$ cat config.mk
export PLATFORM = sky130hd
export DESIGN_NAME = seven_segment_clock_tile_renderer_core
export DESIGN_NICKNAME = d
export VERILOG_FILES = /design/src/hdl/sscr_pkg.sv /design/src/hdl/sscr_div10.sv /design/src/hdl/seven_segment_clock_tile_renderer_core.sv
export SDC_FILE = /design/constraint.sdc
export NUM_CORES = 1
export LEC_CHECK = 0
export ABC_AREA = 0
export BUFFER_PORTS_ARGS = -buffer_cell sky130_fd_sc_hd__buf_2
export CORE_MARGIN = 3
export CORE_UTILIZATION = 55
export CTS_CLUSTER_DIAMETER = 150
export DETAILED_ROUTE_END_ITERATION = 6
export GPL_TIMING_DRIVEN = 0
export HOLD_SLACK_MARGIN = 0.03
export PLACE_DENSITY_LB_ADDON = 0.2
export SLEW_MARGIN = 20
export SYNTH_ARGS = -nofsm -noshare
export SYNTH_HDL_FRONTEND = slang
export SYNTH_SLANG_ARGS = --single-unit
$ cat constraint.sdc
create_clock -name clock -period 7.8 [get_ports clock]
set_input_delay 2.34 -clock clock [delete_from_list [all_inputs] [get_ports clock]]
set_output_delay 2.34 -clock clock [all_outputs]
set_load 0.03 [all_outputs]
$ cat src/hdl/sscr_pkg.sv
// Types, tile patterns and lookup functions of the clock tile renderer.
`default_nettype none
package sscr_pkg;

   localparam int unsigned DIGIT_COUNT = 4;
   localparam logic [6:0]  DIV_BASE    = 7'd10;
   localparam logic [6:0]  COLON_COL   = 7'd60;
   localparam logic [3:0]  CLEAR_LAST  = 4'd4;
   localparam logic [3:0]  STEP_LAST   = 4'd12;

   localparam logic [63:0] TILE_TL    = 64'hFFFFFFFEFEFCF8E0;
   localparam logic [63:0] TILE_TR    = 64'hE0F8FCFEFEFFFFFF;
   localparam logic [63:0] TILE_BL    = 64'hFFFFFF7F7F3F1F07;
   localparam logic [63:0] TILE_BR    = 64'h071F3F7F7FFFFFFF;
   localparam logic [63:0] TILE_FULL  = 64'hFFFFFFFFFFFFFFFF;
   localparam logic [63:0] TILE_SMALL = 64'h007E7E7E7E7E7E00;

   typedef enum logic [5:0] {
      S_IDLE  = 6'b000001,
      S_DIVH  = 6'b000010,
      S_DIVM  = 6'b000100,
      S_CLEAR = 6'b001000,
      S_DIGIT = 6'b010000,
      S_COLON = 6'b100000
   } state_type;

   typedef enum logic [2:0] {
      T_ZERO,
      T_TL,
      T_TR,
      T_BL,
      T_BR,
      T_FULL,
      T_SMALL
   } tile_sel_type;

   // one candidate tile write of a digit
   typedef struct packed {
      logic         en;
      logic [2:0]   page;
      logic [1:0]   coff;    // column offset in tiles (0, 1 or 2)
      tile_sel_type tile;
   } wr_type;

   // result of the shared divide-by-ten unit
   typedef struct packed {
      logic       done;
      logic [3:0] quot;
      logic [3:0] rem;
   } div_res_type;

   function automatic logic [7:0] glyph(input logic [3:0] idx);
      logic [7:0] g;
      unique case (idx)
         4'h0: g = 8'h3F;
         4'h1: g = 8'h80;
         4'h2: g = 8'h5B;
         4'h3: g = 8'h4F;
         4'h4: g = 8'h66;
         4'h5: g = 8'h6D;
         4'h6: g = 8'h7D;
         4'h7: g = 8'h07;
         4'h8: g = 8'h7F;
         4'h9: g = 8'h6F;
         4'hA: g = 8'h77;
         4'hB: g = 8'h7C;
         4'hC: g = 8'h58;
         4'hD: g = 8'h5E;
         4'hE: g = 8'h79;
         4'hF: g = 8'h71;
         default: g = 8'h00;
      endcase
      return g;
   endfunction

   function automatic logic [6:0] digit_col(input logic [1:0] idx);
      logic [6:0] c;
      unique case (idx)
         2'd0: c = 7'd3;
         2'd1: c = 7'd31;
         2'd2: c = 7'd73;
         2'd3: c = 7'd101;
         default: c = 7'd0;
      endcase
      return c;
   endfunction

   function automatic logic [63:0] tile_bits(input tile_sel_type t);
      logic [63:0] b;
      unique case (t)
         T_TL:    b = TILE_TL;
         T_TR:    b = TILE_TR;
         T_BL:    b = TILE_BL;
         T_BR:    b = TILE_BR;
         T_FULL:  b = TILE_FULL;
         T_SMALL: b = TILE_SMALL;
         default: b = 64'd0;
      endcase
      return b;
   endfunction

   function automatic wr_type mk(input logic en, input logic [2:0] page,
                                 input logic [1:0] coff, input tile_sel_type t);
      wr_type w;
      w.en   = en;
      w.page = page;
      w.coff = coff;
      w.tile = t;
      return w;
   endfunction

   // Candidate write number 'step' of a digit with segment mask s.
   function automatic wr_type digit_step(input logic [7:0] s, input logic [3:0] step);
      wr_type w;
      w = mk(1'b0, 3'd0, 2'd0, T_ZERO);
      if (s[7]) begin
         // stroke of the digit one
         unique case (step)
            4'd0:    w = mk(1'b1, 3'd1, 2'd0, T_TL);
            4'd1:    w = mk(1'b1, 3'd1, 2'd1, T_FULL);
            4'd2:    w = mk(1'b1, 3'd2, 2'd1, T_FULL);
            4'd3:    w = mk(1'b1, 3'd3, 2'd1, T_FULL);
            4'd4:    w = mk(1'b1, 3'd4, 2'd1, T_FULL);
            4'd5:    w = mk(1'b1, 3'd5, 2'd1, T_FULL);
            default: w = mk(1'b0, 3'd0, 2'd0, T_ZERO);
         endcase
      end else begin
         unique case (step)
            4'd0:  w = mk(s[0], 3'd1, 2'd1, T_FULL);
            4'd1:  w = mk(s[1], 3'd2, 2'd2, T_FULL);
            4'd2:  w = mk(s[2], 3'd4, 2'd2, T_FULL);
            4'd3:  w = mk(s[3], 3'd5, 2'd1, T_FULL);
            4'd4:  w = mk(s[4], 3'd4, 2'd0, T_FULL);
            4'd5:  w = mk(s[5], 3'd2, 2'd0, T_FULL);
            4'd6:  w = mk(s[6], 3'd3, 2'd1, T_FULL);
            4'd7:  w = mk(s[6] | s[0], 3'd1, 2'd0, T_TL);
            4'd8:  w = mk(s[1] | s[0], 3'd1, 2'd2, T_TR);
            4'd9:  w = mk(s[4] | s[3], 3'd5, 2'd0, T_BL);
            4'd10: w = mk(s[3] | s[2], 3'd5, 2'd2, T_BR);
            4'd11: begin
               // left middle join
               w = mk(s[4] | s[5], 3'd3, 2'd0,
                      (s[4] & s[5]) ? T_FULL : (s[4] ? T_TL : T_BL));
            end
            4'd12: begin
               // right middle join
               w = mk(s[2] | s[1], 3'd3, 2'd2,
                      (s[2] & s[1]) ? T_FULL : (s[2] ? T_TR : T_BR));
            end
            default: w = mk(1'b0, 3'd0, 2'd0, T_ZERO);
         endcase
      end
      return w;
   endfunction

endpackage
`default_nettype wire

$ cat src/hdl/sscr_div10.sv
// Iterative divide-by-ten unit: one subtraction of ten per cycle.
`default_nettype none
module sscr_div10
   import sscr_pkg::*;
(
   input  wire logic        clock,
   input  wire logic        reset,
   input  wire logic        start,
   input  wire logic [6:0]  operand,
   output div_res_type      res
);

   logic       busy_ff, busy_in;
   logic [6:0] rem_ff, rem_in;
   logic [3:0] quot_ff, quot_in;
   logic       more;

   assign more = rem_ff >= DIV_BASE;

   always_comb begin
      busy_in = busy_ff;
      rem_in  = rem_ff;
      quot_in = quot_ff;
      priority if (start) begin
         busy_in = 1'b1;
         rem_in  = operand;
         quot_in = 4'd0;
      end else if (busy_ff && more) begin
         rem_in  = rem_ff - DIV_BASE;
         quot_in = quot_ff + 4'd1;
      end else begin
         busy_in = 1'b0;
      end
   end

   always_ff @(posedge clock) begin
      if (reset) begin
         busy_ff <= 1'b0;
      end else begin
         busy_ff <= busy_in;
      end
      rem_ff  <= rem_in;
      quot_ff <= quot_in;
   end

   assign res.done = busy_ff && !more;
   assign res.quot = quot_ff;
   assign res.rem  = rem_ff[3:0];

endmodule
`default_nettype wire

$ cat src/hdl/seven_segment_clock_tile_renderer_core.sv
// Top level of the seven-segment clock tile renderer.
//
// One request transaction (hour, minute, colon flag) produces a run of 31 to
// 59 page-buffer write transactions: five page clears (pages 1 to 5), then
// the tiles of the four digits at columns 3, 31, 73 and 101, then the two
// colon tiles at column 60 on pages 2 and 4; tlast marks the second colon
// tile. The shared divide-by-ten unit splits first the hour and then the
// minute into digits, the five clears follow, and every digit then walks
// a fixed list of 13 candidate writes (one per cycle while the output
// register can take a write, skipped when its segment is dark); the two
// colon writes come last. The request side accepts a new transaction only
// while the sequencer is idle; the last result may still wait in the
// output register at that point.
`default_nettype none
module seven_segment_clock_tile_renderer_core
   import sscr_pkg::*;
(
   input  wire logic        clock,
   input  wire logic        reset,
   // request channel
   input  wire logic        req_tvalid,
   output      logic        req_tready,
   input  wire logic [15:0] req_tdata,  // hour[6:0], minute[13:7], colon_on[14], zero[15]
   // result channel
   output      logic        rsp_tvalid,
   input  wire logic        rsp_tready,
   output      logic [79:0] rsp_tdata,  // write_kind[0], page_index[3:1], column[10:4],
                                        // tile_bytes[74:11], zero[79:75]
   output      logic        rsp_tlast   // last
);

   // sequencer state
   state_type   state_ff, state_in;
   logic [3:0]  step_ff, step_in;
   logic [1:0]  idx_ff, idx_in;
   logic [3:0]  digit_ff [DIGIT_COUNT];
   logic [3:0]  digit_in [DIGIT_COUNT];
   logic [6:0]  minute_ff, minute_in;
   logic        colon_ff, colon_in;

   // output register
   logic        valid_ff, valid_in;
   logic        kind_ff, kind_in;
   logic [2:0]  page_ff, page_in;
   logic [6:0]  col_ff, col_in;
   logic [63:0] tile_ff, tile_in;
   logic        last_ff, last_in;

   // shared divider
   logic        div_start;
   logic [6:0]  div_operand;
   div_res_type div_res;

   logic        req_fire;
   logic        slot_free;
   wr_type      wr;

   sscr_div10 u_div (
      .clock   (clock),
      .reset   (reset),
      .start   (div_start),
      .operand (div_operand),
      .res     (div_res)
   );

   assign req_tready = (state_ff == S_IDLE);
   assign req_fire   = req_tvalid && req_tready;
   // the output register can take a new write this cycle
   assign slot_free  = !valid_ff || rsp_tready;

   assign wr = digit_step(glyph(digit_ff[idx_ff]), step_ff);

   always_comb begin
      state_in    = state_ff;
      step_in     = step_ff;
      idx_in      = idx_ff;
      digit_in    = digit_ff;
      minute_in   = minute_ff;
      colon_in    = colon_ff;
      div_start   = 1'b0;
      div_operand = req_tdata[6:0];

      valid_in = valid_ff && !rsp_tready;
      kind_in  = kind_ff;
      page_in  = page_ff;
      col_in   = col_ff;
      tile_in  = tile_ff;
      last_in  = last_ff;

      unique case (state_ff)
         S_IDLE: begin
            if (req_fire) begin
               // latch the request and start splitting the hour
               minute_in = req_tdata[13:7];
               colon_in  = req_tdata[14];
               div_start = 1'b1;
               state_in  = S_DIVH;
            end
         end
         S_DIVH: begin
            if (div_res.done) begin
               digit_in[0] = div_res.quot;
               digit_in[1] = div_res.rem;
               // reuse the divider for the minute
               div_start   = 1'b1;
               div_operand = minute_ff;
               state_in    = S_DIVM;
            end
         end
         S_DIVM: begin
            if (div_res.done) begin
               digit_in[2] = div_res.quot;
               digit_in[3] = div_res.rem;
               step_in     = 4'd0;
               state_in    = S_CLEAR;
            end
         end
         S_CLEAR: begin
            if (slot_free) begin
               valid_in = 1'b1;
               kind_in  = 1'b0;
               page_in  = step_ff[2:0] + 3'd1;
               col_in   = 7'd0;
               tile_in  = 64'd0;
               last_in  = 1'b0;
               if (step_ff == CLEAR_LAST) begin
                  step_in  = 4'd0;
                  idx_in   = 2'd0;
                  state_in = S_DIGIT;
               end else begin
                  step_in = step_ff + 4'd1;
               end
            end
         end
         S_DIGIT: begin
            if (slot_free) begin
               // a dark segment passes its step without a write
               if (wr.en) begin
                  valid_in = 1'b1;
                  kind_in  = 1'b1;
                  page_in  = wr.page;
                  col_in   = digit_col(idx_ff) + {2'b00, wr.coff, 3'b000};
                  tile_in  = tile_bits(wr.tile);
                  last_in  = 1'b0;
               end
               if (step_ff == STEP_LAST) begin
                  step_in = 4'd0;
                  idx_in  = idx_ff + 2'd1;
                  if (idx_ff == 2'(DIGIT_COUNT - 1)) begin
                     state_in = S_COLON;
                  end
               end else begin
                  step_in = step_ff + 4'd1;
               end
            end
         end
         S_COLON: begin
            if (slot_free) begin
               valid_in = 1'b1;
               kind_in  = 1'b1;
               page_in  = step_ff[0] ? 3'd4 : 3'd2;
               col_in   = COLON_COL;
               tile_in  = tile_bits(colon_ff ? T_FULL : T_SMALL);
               last_in  = step_ff[0];
               if (step_ff[0]) begin
                  step_in  = 4'd0;
                  state_in = S_IDLE;
               end else begin
                  step_in = step_ff + 4'd1;
               end
            end
         end
         default: begin
            state_in = S_IDLE;
         end
      endcase
   end

   always_ff @(posedge clock) begin
      if (reset) begin
         state_ff <= S_IDLE;
         step_ff  <= 4'd0;
         idx_ff   <= 2'd0;
         valid_ff <= 1'b0;
      end else begin
         state_ff <= state_in;
         step_ff  <= step_in;
         idx_ff   <= idx_in;
         valid_ff <= valid_in;
      end
      digit_ff  <= digit_in;
      minute_ff <= minute_in;
      colon_ff  <= colon_in;
      kind_ff   <= kind_in;
      page_ff   <= page_in;
      col_ff    <= col_in;
      tile_ff   <= tile_in;
      last_ff   <= last_in;
   end

   assign rsp_tvalid = valid_ff;
   assign rsp_tdata  = {5'd0, tile_ff, col_ff, page_ff, kind_ff};
   assign rsp_tlast  = last_ff;

endmodule
`default_nettype wire

# ---- Word-level counts from Yosys, hierarchy flattened
# Memories as Yosys holds them, arrays and structs flattened.
# Index checks and enable logic that the tools add are counted.
# Widths: inputs -> output; s select.
dict set report op_classes {
  addsub 6
  magnitude_cmp 2
  eq_ne 45
  muxes 79
  bitwise_logic 9
  n_reduce_logical 22
}
# cell n
set op_table {}
lappend op_table {{$pmux 64 s6} 2}
lappend op_table {{$mux 64} 4}
lappend op_table {{$pmux 64 s3} 1}
lappend op_table {{$pmux 9 s13} 1}
lappend op_table {{$mux 7} 11}
lappend op_table {{$mux 6} 10}
lappend op_table {{$pmux 9 s6} 1}
lappend op_table {{$mux 4} 9}
lappend op_table {{$pmux 6 s6} 1}
lappend op_table {{$pmux 7 s4} 1}
lappend op_table {{$mux 3} 8}
lappend op_table {{$ne 2x2->1 const B} 11}
lappend op_table {{$pmux 7 s3} 1}
lappend op_table {{$eq 4x4->1 const B} 5}
lappend op_table {{$eq 3x3->1 const B} 6}
lappend op_table {{$eq 4x3->1 const B} 4}
lappend op_table {{$pmux 4 s4} 1}
lappend op_table {{$reduce_and 5->1} 3}
lappend op_table {{$mux 1} 14}
lappend op_table {{$eq 3x2->1 const B} 4}
lappend op_table {{$mux 2} 6}
lappend op_table {{$reduce_and 10->1} 1}
lappend op_table {{$mux 9} 1}
lappend op_table {{$pmux 3 s3} 1}
lappend op_table {{other kinds (36)} 56}
dict set report totals {
  register_bits 125
  romBits 128
  in_bits 20
  out_inout_bits 83
  memories 1
}
# memory words width rd rd_ports_with_merged_regs write_ports line
set memory_table {}
lappend memory_table {{(no name shown)} 16 8 1 0 0 sscr_pkg.sv:54} ;# unique case (idx)

# ---- Logic depth before layout (Yosys ltp)
# An unclocked memory read counts as a cell.
dict set report depth {
  word_depth 16
  depth_mapped 15
  mapped_depth_nobuf 13
}

# ---- Hierarchy
# From an unflattened synthesis, not the netlist that was laid out.
dict set report unflattened {
  hier_cells 507
  area_unflattened_um2 4889.7
}
# mod n_inst cells_each area_each_um2 seq_area_each_um2
set modules_own_cells {}
lappend modules_own_cells {seven_segment_clock_tile_renderer_core 1 444 4250.3 1731.7}
lappend modules_own_cells {sscr_div10 1 63 639.4 310.3}

# ---- Worst setup path before layout
# OpenSTA, ideal clock, no wires.
dict set report synth_path {
  path_kind {register to register}
  start {register idx_ff[0]}
  end {register col_ff[0] (enable)}
  setup_ns 0.446
  arrival_time_ns 4.544
  setup_slack_ns 2.811
  path_stages_with_launch 11
  n_path_buf 2
  cell_sequence {dfxtp_1 buf_6 mux4_2 inv_1 ha_1 clkbuf_1 inv_1 a2111oi_0 a211o_1 nor2_1 a211oi_1}
}
dict set report synth_via {
  elab_chain_len 10
  elab_cells_between_ends 15
  classes_between {eq/ne: 1; mux: 5; bitwise: 7; reduce/logical: 1; memory: 1}
}
# element line
set synth_rtl {}
lappend synth_rtl {{start: declaration} seven_segment_clock_tile_renderer_core.sv:35} ;# logic [1:0] idx_ff, idx_in;
lappend synth_rtl {{start signal: assignment} seven_segment_clock_tile_renderer_core.sv:188} ;# idx_ff <= idx_in;
lappend synth_rtl {{$not 2->3 (not written as such) (*)} seven_segment_clock_tile_renderer_core.sv:71} ;# assign wr = digit_step(glyph(digit_ff[idx_ff]), step_ff);
lappend synth_rtl {{$bmux 4 s2 (*)} seven_segment_clock_tile_renderer_core.sv:71}
lappend synth_rtl {{$mux 4 (not written as such) (*) (2 in a row)} seven_segment_clock_tile_renderer_core.sv:71}
lappend synth_rtl {{$mem_v2 16x8 (*)} --}
lappend synth_rtl {{$or 1x1->1 (tied with other cells)} sscr_pkg.sv:147} ;# w = mk(s[2] | s[1], 3'd3, 2'd2,
lappend synth_rtl {{$pmux 9 s13} sscr_pkg.sv:128} ;# unique case (step)
lappend synth_rtl {{$mux 9 (*)} sscr_pkg.sv:116} ;# if (s[7]) begin
lappend synth_rtl {{$ne 2x2->1 (no source line) (*)} --}
lappend synth_rtl {{$reduce_and 5->1 (no source line) (*)} --}
lappend synth_rtl {{end signal: assignment} seven_segment_clock_tile_renderer_core.sv:196} ;# col_ff <= col_in;
lappend synth_rtl {{end: declaration} seven_segment_clock_tile_renderer_core.sv:45} ;# logic [6:0] col_ff, col_in;
# Mark *: on every way between the ends. The rest lies on a longest branch, timed or not. The select of a mux whose other input is x is not followed.
# A chain may end at the register's enable or synchronous reset.

# ---- Worst setup path in the final report
dict set report layout_path {
  start {register idx_ff[0]}
  end {register tile_ff[39] (enable)}
}
dict set report layout_via {
  elab_chain_len 10
  elab_cells_between_ends 15
  classes_between {eq/ne: 1; mux: 5; bitwise: 7; reduce/logical: 1; memory: 1}
}
# element line
set layout_rtl {}
lappend layout_rtl {{$not 2->3 (not written as such) (*)} seven_segment_clock_tile_renderer_core.sv:71}
lappend layout_rtl {{$bmux 4 s2 (*)} seven_segment_clock_tile_renderer_core.sv:71}
lappend layout_rtl {{$mux 4 (not written as such) (*) (2 in a row)} seven_segment_clock_tile_renderer_core.sv:71}
lappend layout_rtl {{$mem_v2 16x8 (*)} --}
lappend layout_rtl {{$or 1x1->1 (tied with other cells)} sscr_pkg.sv:147}
lappend layout_rtl {{$pmux 9 s13} sscr_pkg.sv:128}
lappend layout_rtl {{$mux 9 (*)} sscr_pkg.sv:116}
lappend layout_rtl {{$ne 2x2->1 (no source line) (*)} --}
lappend layout_rtl {{$reduce_and 5->1 (no source line) (*)} --}
lappend layout_rtl {{end signal: assignment} seven_segment_clock_tile_renderer_core.sv:197} ;# tile_ff <= tile_in;
lappend layout_rtl {{end: declaration} seven_segment_clock_tile_renderer_core.sv:46} ;# logic [63:0] tile_ff, tile_in;
# Marks and branches as above.

==> results.py <==
metrics = {
    "finish": {
        "ant_cells": 0,
        "final.fill_count": 658,
        "finalNonFillerCells": 716,
        "finalCoreUtilization_pct": 68.4,
        "design.final.nets": 646,
        "layout-area-overhead-vs-synth_pct": 18.7,
        "layout-drive-gt1-share_pct": 31.9,
    },
    "synth": {
        "yosys-top-cells-area": "edfxtp_1 (35%), buf_4 (8.9%), dfxtp_1 (7.5%)",
        "netlist.top_cell.by_area": "edfxtp_1",
        "share_of_the_synthesized_area_in_compound_gates_ao_oa_aoi_oai_pct": 16.8,
        "synth.ff_latch_count": 74,
        "synth_adder_area_share_pct": 5.36,
        "synthesis.yosys.warnings": 0,
        "seq_area_frac_synth_pct": 42.5,
        "mux_cell_area_share_after_synthesis_pct": 6.43,
        "synth_top_cell_area_share_pct": 35.0,
        "ys.flop_type": "edfxtp_1",
        "parity_gate_share_of_the_synthesized_area_counting_xor_and_xnor_cells_pct": 1.82,
        "syn_inst": 494,
        "netlist_area_mm2": 0.00481,
        "synth_enable_flop_cells": 56,
        "synth_top_family_by_area": "compound AO/OA/AOI/OAI gates",
        "syn-mean-instance-area_um2": 9.74,
        "number_of_distinct_library_cell_variants_in_the_gate_level_netlist_after_synthesis": 66,
        "async_set_or_reset_register_ratio_after_synthesis_pct": 0,
        "post_synthesis_share_of_cell_area_spent_on_and_or_nand_and_nor_gates_pct": 14.3,
    },
    "critical_path": {
        "worstReg2RegEnd": "tile_ff[39]$_DFFE_PP_",
        "reg2reg_slack_ps": 3590,
        "crit_path_max_incr_delay_ps": 950,
        "cpLargestDelayFamily": "compound AO/OA/AOI/OAI gates",
        "worstSetupStartpointType": "flop",
        "worst-r2r-cell-count": 12,
        "cpMaxStageDelayCell": "o41ai_1",
        "cp.arrival_ps": 4310,
        "worst-path-buf-inv": 4,
        "end_kind": "flop",
        "crit_path_max_fanout": 17,
        "crit_type": "reg2reg",
        "worstReg2RegStart": "idx_ff[0]$_SDFFE_PP0P_",
        "worst_ep_required_time_ps": 7910,
        "worst_setup_path_startpoint": "idx_ff[0]$_SDFFE_PP0P_",
        "critical_path.cell_chain": "buf_6, mux4_2, inv_1, ha_1, clkbuf_1, mux2i_1, o21a_1, o211ai_1, nand4_1, o41ai_1, a211oi_4, buf_8",
    },
    "floorplan": {
        "fp-row-count": 33,
        "die_width_um": 99.5,
        "die_area_mm2": 0.00990,
        "floorplan.initialDensity_pct": 57.7,
        "top_level_ports": 103,
        "fp.coreArea_mm2": 0.00834,
        "die_height_um": 99.5,
    },
    "route": {
        "vias": 4052,
        "drt_first_iter_violations": 217,
        "drt_wl_total_um": 11500,
        "detail_route.first_pass.iterations": 5,
        "drcViolationCount": 0,
        "postRouteAntennaNets": 0,
        "number_of_vias_per_cell": 5.66,
        "route.detailed.wl_per_inst_um": 16.0,
    },
    "clock_network": {
        "cts_num_sinks": 74,
        "clock-root-buffer": "clkbuf_8",
        "ctsLongestPathBuffers": 2,
        "tritoncts": "done",
        "cts_resized": 0,
        "cts_setup_buffers": 0,
        "clkLatencyLatePin_ps": 350,
        "cts_hold_buffers": 0,
        "clock_tree.htree_level_count": 3,
        "cts-buffers-inserted": 9,
        "cts.clk_slew.worst_paths_ps": 80,
    },
    "run": {
        "max-cap-violations": 0,
    },
    "global_route": {
        "first_pass_grt_wire_length_um": 18500,
        "grt_use_met3_pct": 4.84,
        "globalRouteOverflowTotal": 0,
        "grt.total_usage_pct": 23.6,
        "first_global_vias": 3744,
        "grt_max_degree": 25,
        "use_met1_pct": 29.9,
        "global_route.usage.met2_pct": 39.9,
        "grt_busiest_layer": "met2",
        "antenna_found_initial": 0,
    },
    "placement": {
        "place_hpwl_um": 8660,
        "gp_routability_congestion": 0.896,
        "numPlacedInstances": 700,
        "port-buffer-count": 96,
    },
    "outcome": {
        "status": "finished, final reports clean",
    },
    "timing": {
        "rsz0062_at_grt": "no",
        "timing.final.hold_violations": 0,
        "report.final.slew_viol_count": 0,
        "finalCritPeriodShare_pct": 53.9,
        "maxClockFrequency_mhz": 238,
        "final-setup-viol-count": 0,
        "transition_time_at_the_pin_with_the_least_slew_margin_ps": 1040,
        "fin_crit_ps": 4210,
        "max_slew_margin_pct": 29.9,
        "totalNegativeSetupSlack_ps": 0,
        "setup_skew_ps": 11.1,
    },
    "worst_hold_path": {
        "hold_depth": 0,
        "min_to": "digit_ff[7]$_DFFE_PP_",
        "min-delay-path-class": "reg2reg",
        "holdCritStartpoint": "u_div.quot_ff[3]$_SDFFE_PP0P_",
    },
    "power_and_ir_drop": {
        "cellLeakagePower_nw": 2.21,
        "irDropWorstVdd_v": 0.000150,
        "p_per_area_mw_per_mm2": 167,
    },
}
## power breakdown
| part | switching (W) | total (W) | leakage, nW | internal [W] |
|---|---|---|---|---|
| Clock | 0.000148 | 0.000361 | 0.117 | 0.000214 |
| Sequential | 0.0000248 | 0.000483 | 0.634 | 0.000458 |
| Combinational | 0.0000630 | 0.000109 | 1.46 | 0.0000458 |
## placed cells by master (no fill, tap or decap), types with 9 or more instances in the layout
cell       n
nor2_1    56
clkbuf_1  20
dfxtp_1   18
buf_4     57
ha_1      19
buf_2     97
o21ai_0   36
a21oi_1   23
nand2_1   24
inv_1     23
edfxtp_1  56
clkbuf_8   9
mux2i_1   11
## per-layer routing
| layer | share of wire, % | wire, um |
|---|---|---|
| met5 | 0 | 0 |
| met4 | 2.6 | 301 |
| met3 | 7.6 | 866 |
| met2 | 50 | 5750 |
| met1 | 40 | 4550 |
## state kept, by name (all words and copies together), names as in the netlist
name           flops
digit_ff          16
tile_ff           13
col_ff             7
minute_ff          7
u_div.rem_ff       7
state_ff           6
step_ff            4
u_div.quot_ff      4
page_ff            3
idx_ff             2
colon_ff           1
kind_ff            1
rsp_tlast          1
rsp_tvalid         1
u_div.busy_ff      1
## per-stage QoR
stage | setup WS [ps] | hold slack (ps) | cell area [um^2] | total power, W
2_1_floorplan | 2810 | 434 | 4820 | 0.000565
3_5_place_dp | 3670 | 484 | 5460 | 0.000598
6_report | 3590 | 501 | 5710 | 0.000953
5_1_grt | 3350 | 531 | 5710 | 0.000993
4_1_cts | 3650 | 503 | 5710 | 0.000959
3_3_place_gp | 1800 | 456 | 5440 | 0.000589
## cells by family after synthesis
logic type,Yosys count
adder cells (fa/ha/maj),20
AND/OR/NAND/NOR,139
flip-flops,74
XOR/XNOR,10
AO/OA/AOI/OAI,124
other,1
multiplexers,22
buffers and inverters,104
## worst max-delay path by stage
stage / end / slack, ps / cells after the start
after floorplan: col_ff[0]$_DFFE_PP_ / 2810 / 10
final: tile_ff[39]$_DFFE_PP_ / 3590 / 12
after global placement: tile_ff[39]$_DFFE_PP_ / 1800 / 10
after CTS: tile_ff[39]$_DFFE_PP_ / 3650 / 12
after detailed placement: tile_ff[39]$_DFFE_PP_ / 3670 / 11
after global routing: tile_ff[39]$_DFFE_PP_ / 3350 / 12
## worst register-to-register path: cells and delay by family, from the launching register on
kind                       cells  cell delay [ps]
buffers and inverters          4              900
adders and majority gates      1              150
and+or+nand+nor                1              110
AOI/OAI and AO/OA              4             1550
DFF                            1              400
muxes                          2              850
## area by class of cell
type,instances,area [um^2],share of cell area [%]
clock inverters,6,115,2.02
flip-flops and latches,74,2040,35.8
plain buffers,78,515,9.03
repair buffers,97,495,8.68
inverters,26,97.6,1.71
clock buffers,10,128,2.24
well taps,105,131,2.30
multi-input cells,320,2180,38.2
## Yosys cell counts, drive strengths merged, types with 2 or more instances
cell     instances
ha              19
and3             2
or2              6
o31ai            4
clkinv           2
a31oi            4
a21oi           23
nand2b           3
nand3            4
a211oi           5
nand3b           4
o22ai            7
or3              5
a21o             3
o21a             4
buf             59
nor4             3
edfxtp          56
xor2             6
mux4             6
xnor2            4
a22oi            7
clkbuf          19
or4              5
a211o            2
mux2             5
a221oi           4
o211ai           8
nor3b            2
a221o            2
and2             6
nor3             8
nand2           24
o21ai           36
dfxtp           18
a2111oi          2
a32oi            2
mux2i           11
inv             24
nor2b            6
nor2            56
(Power assumes the default switching activity.)
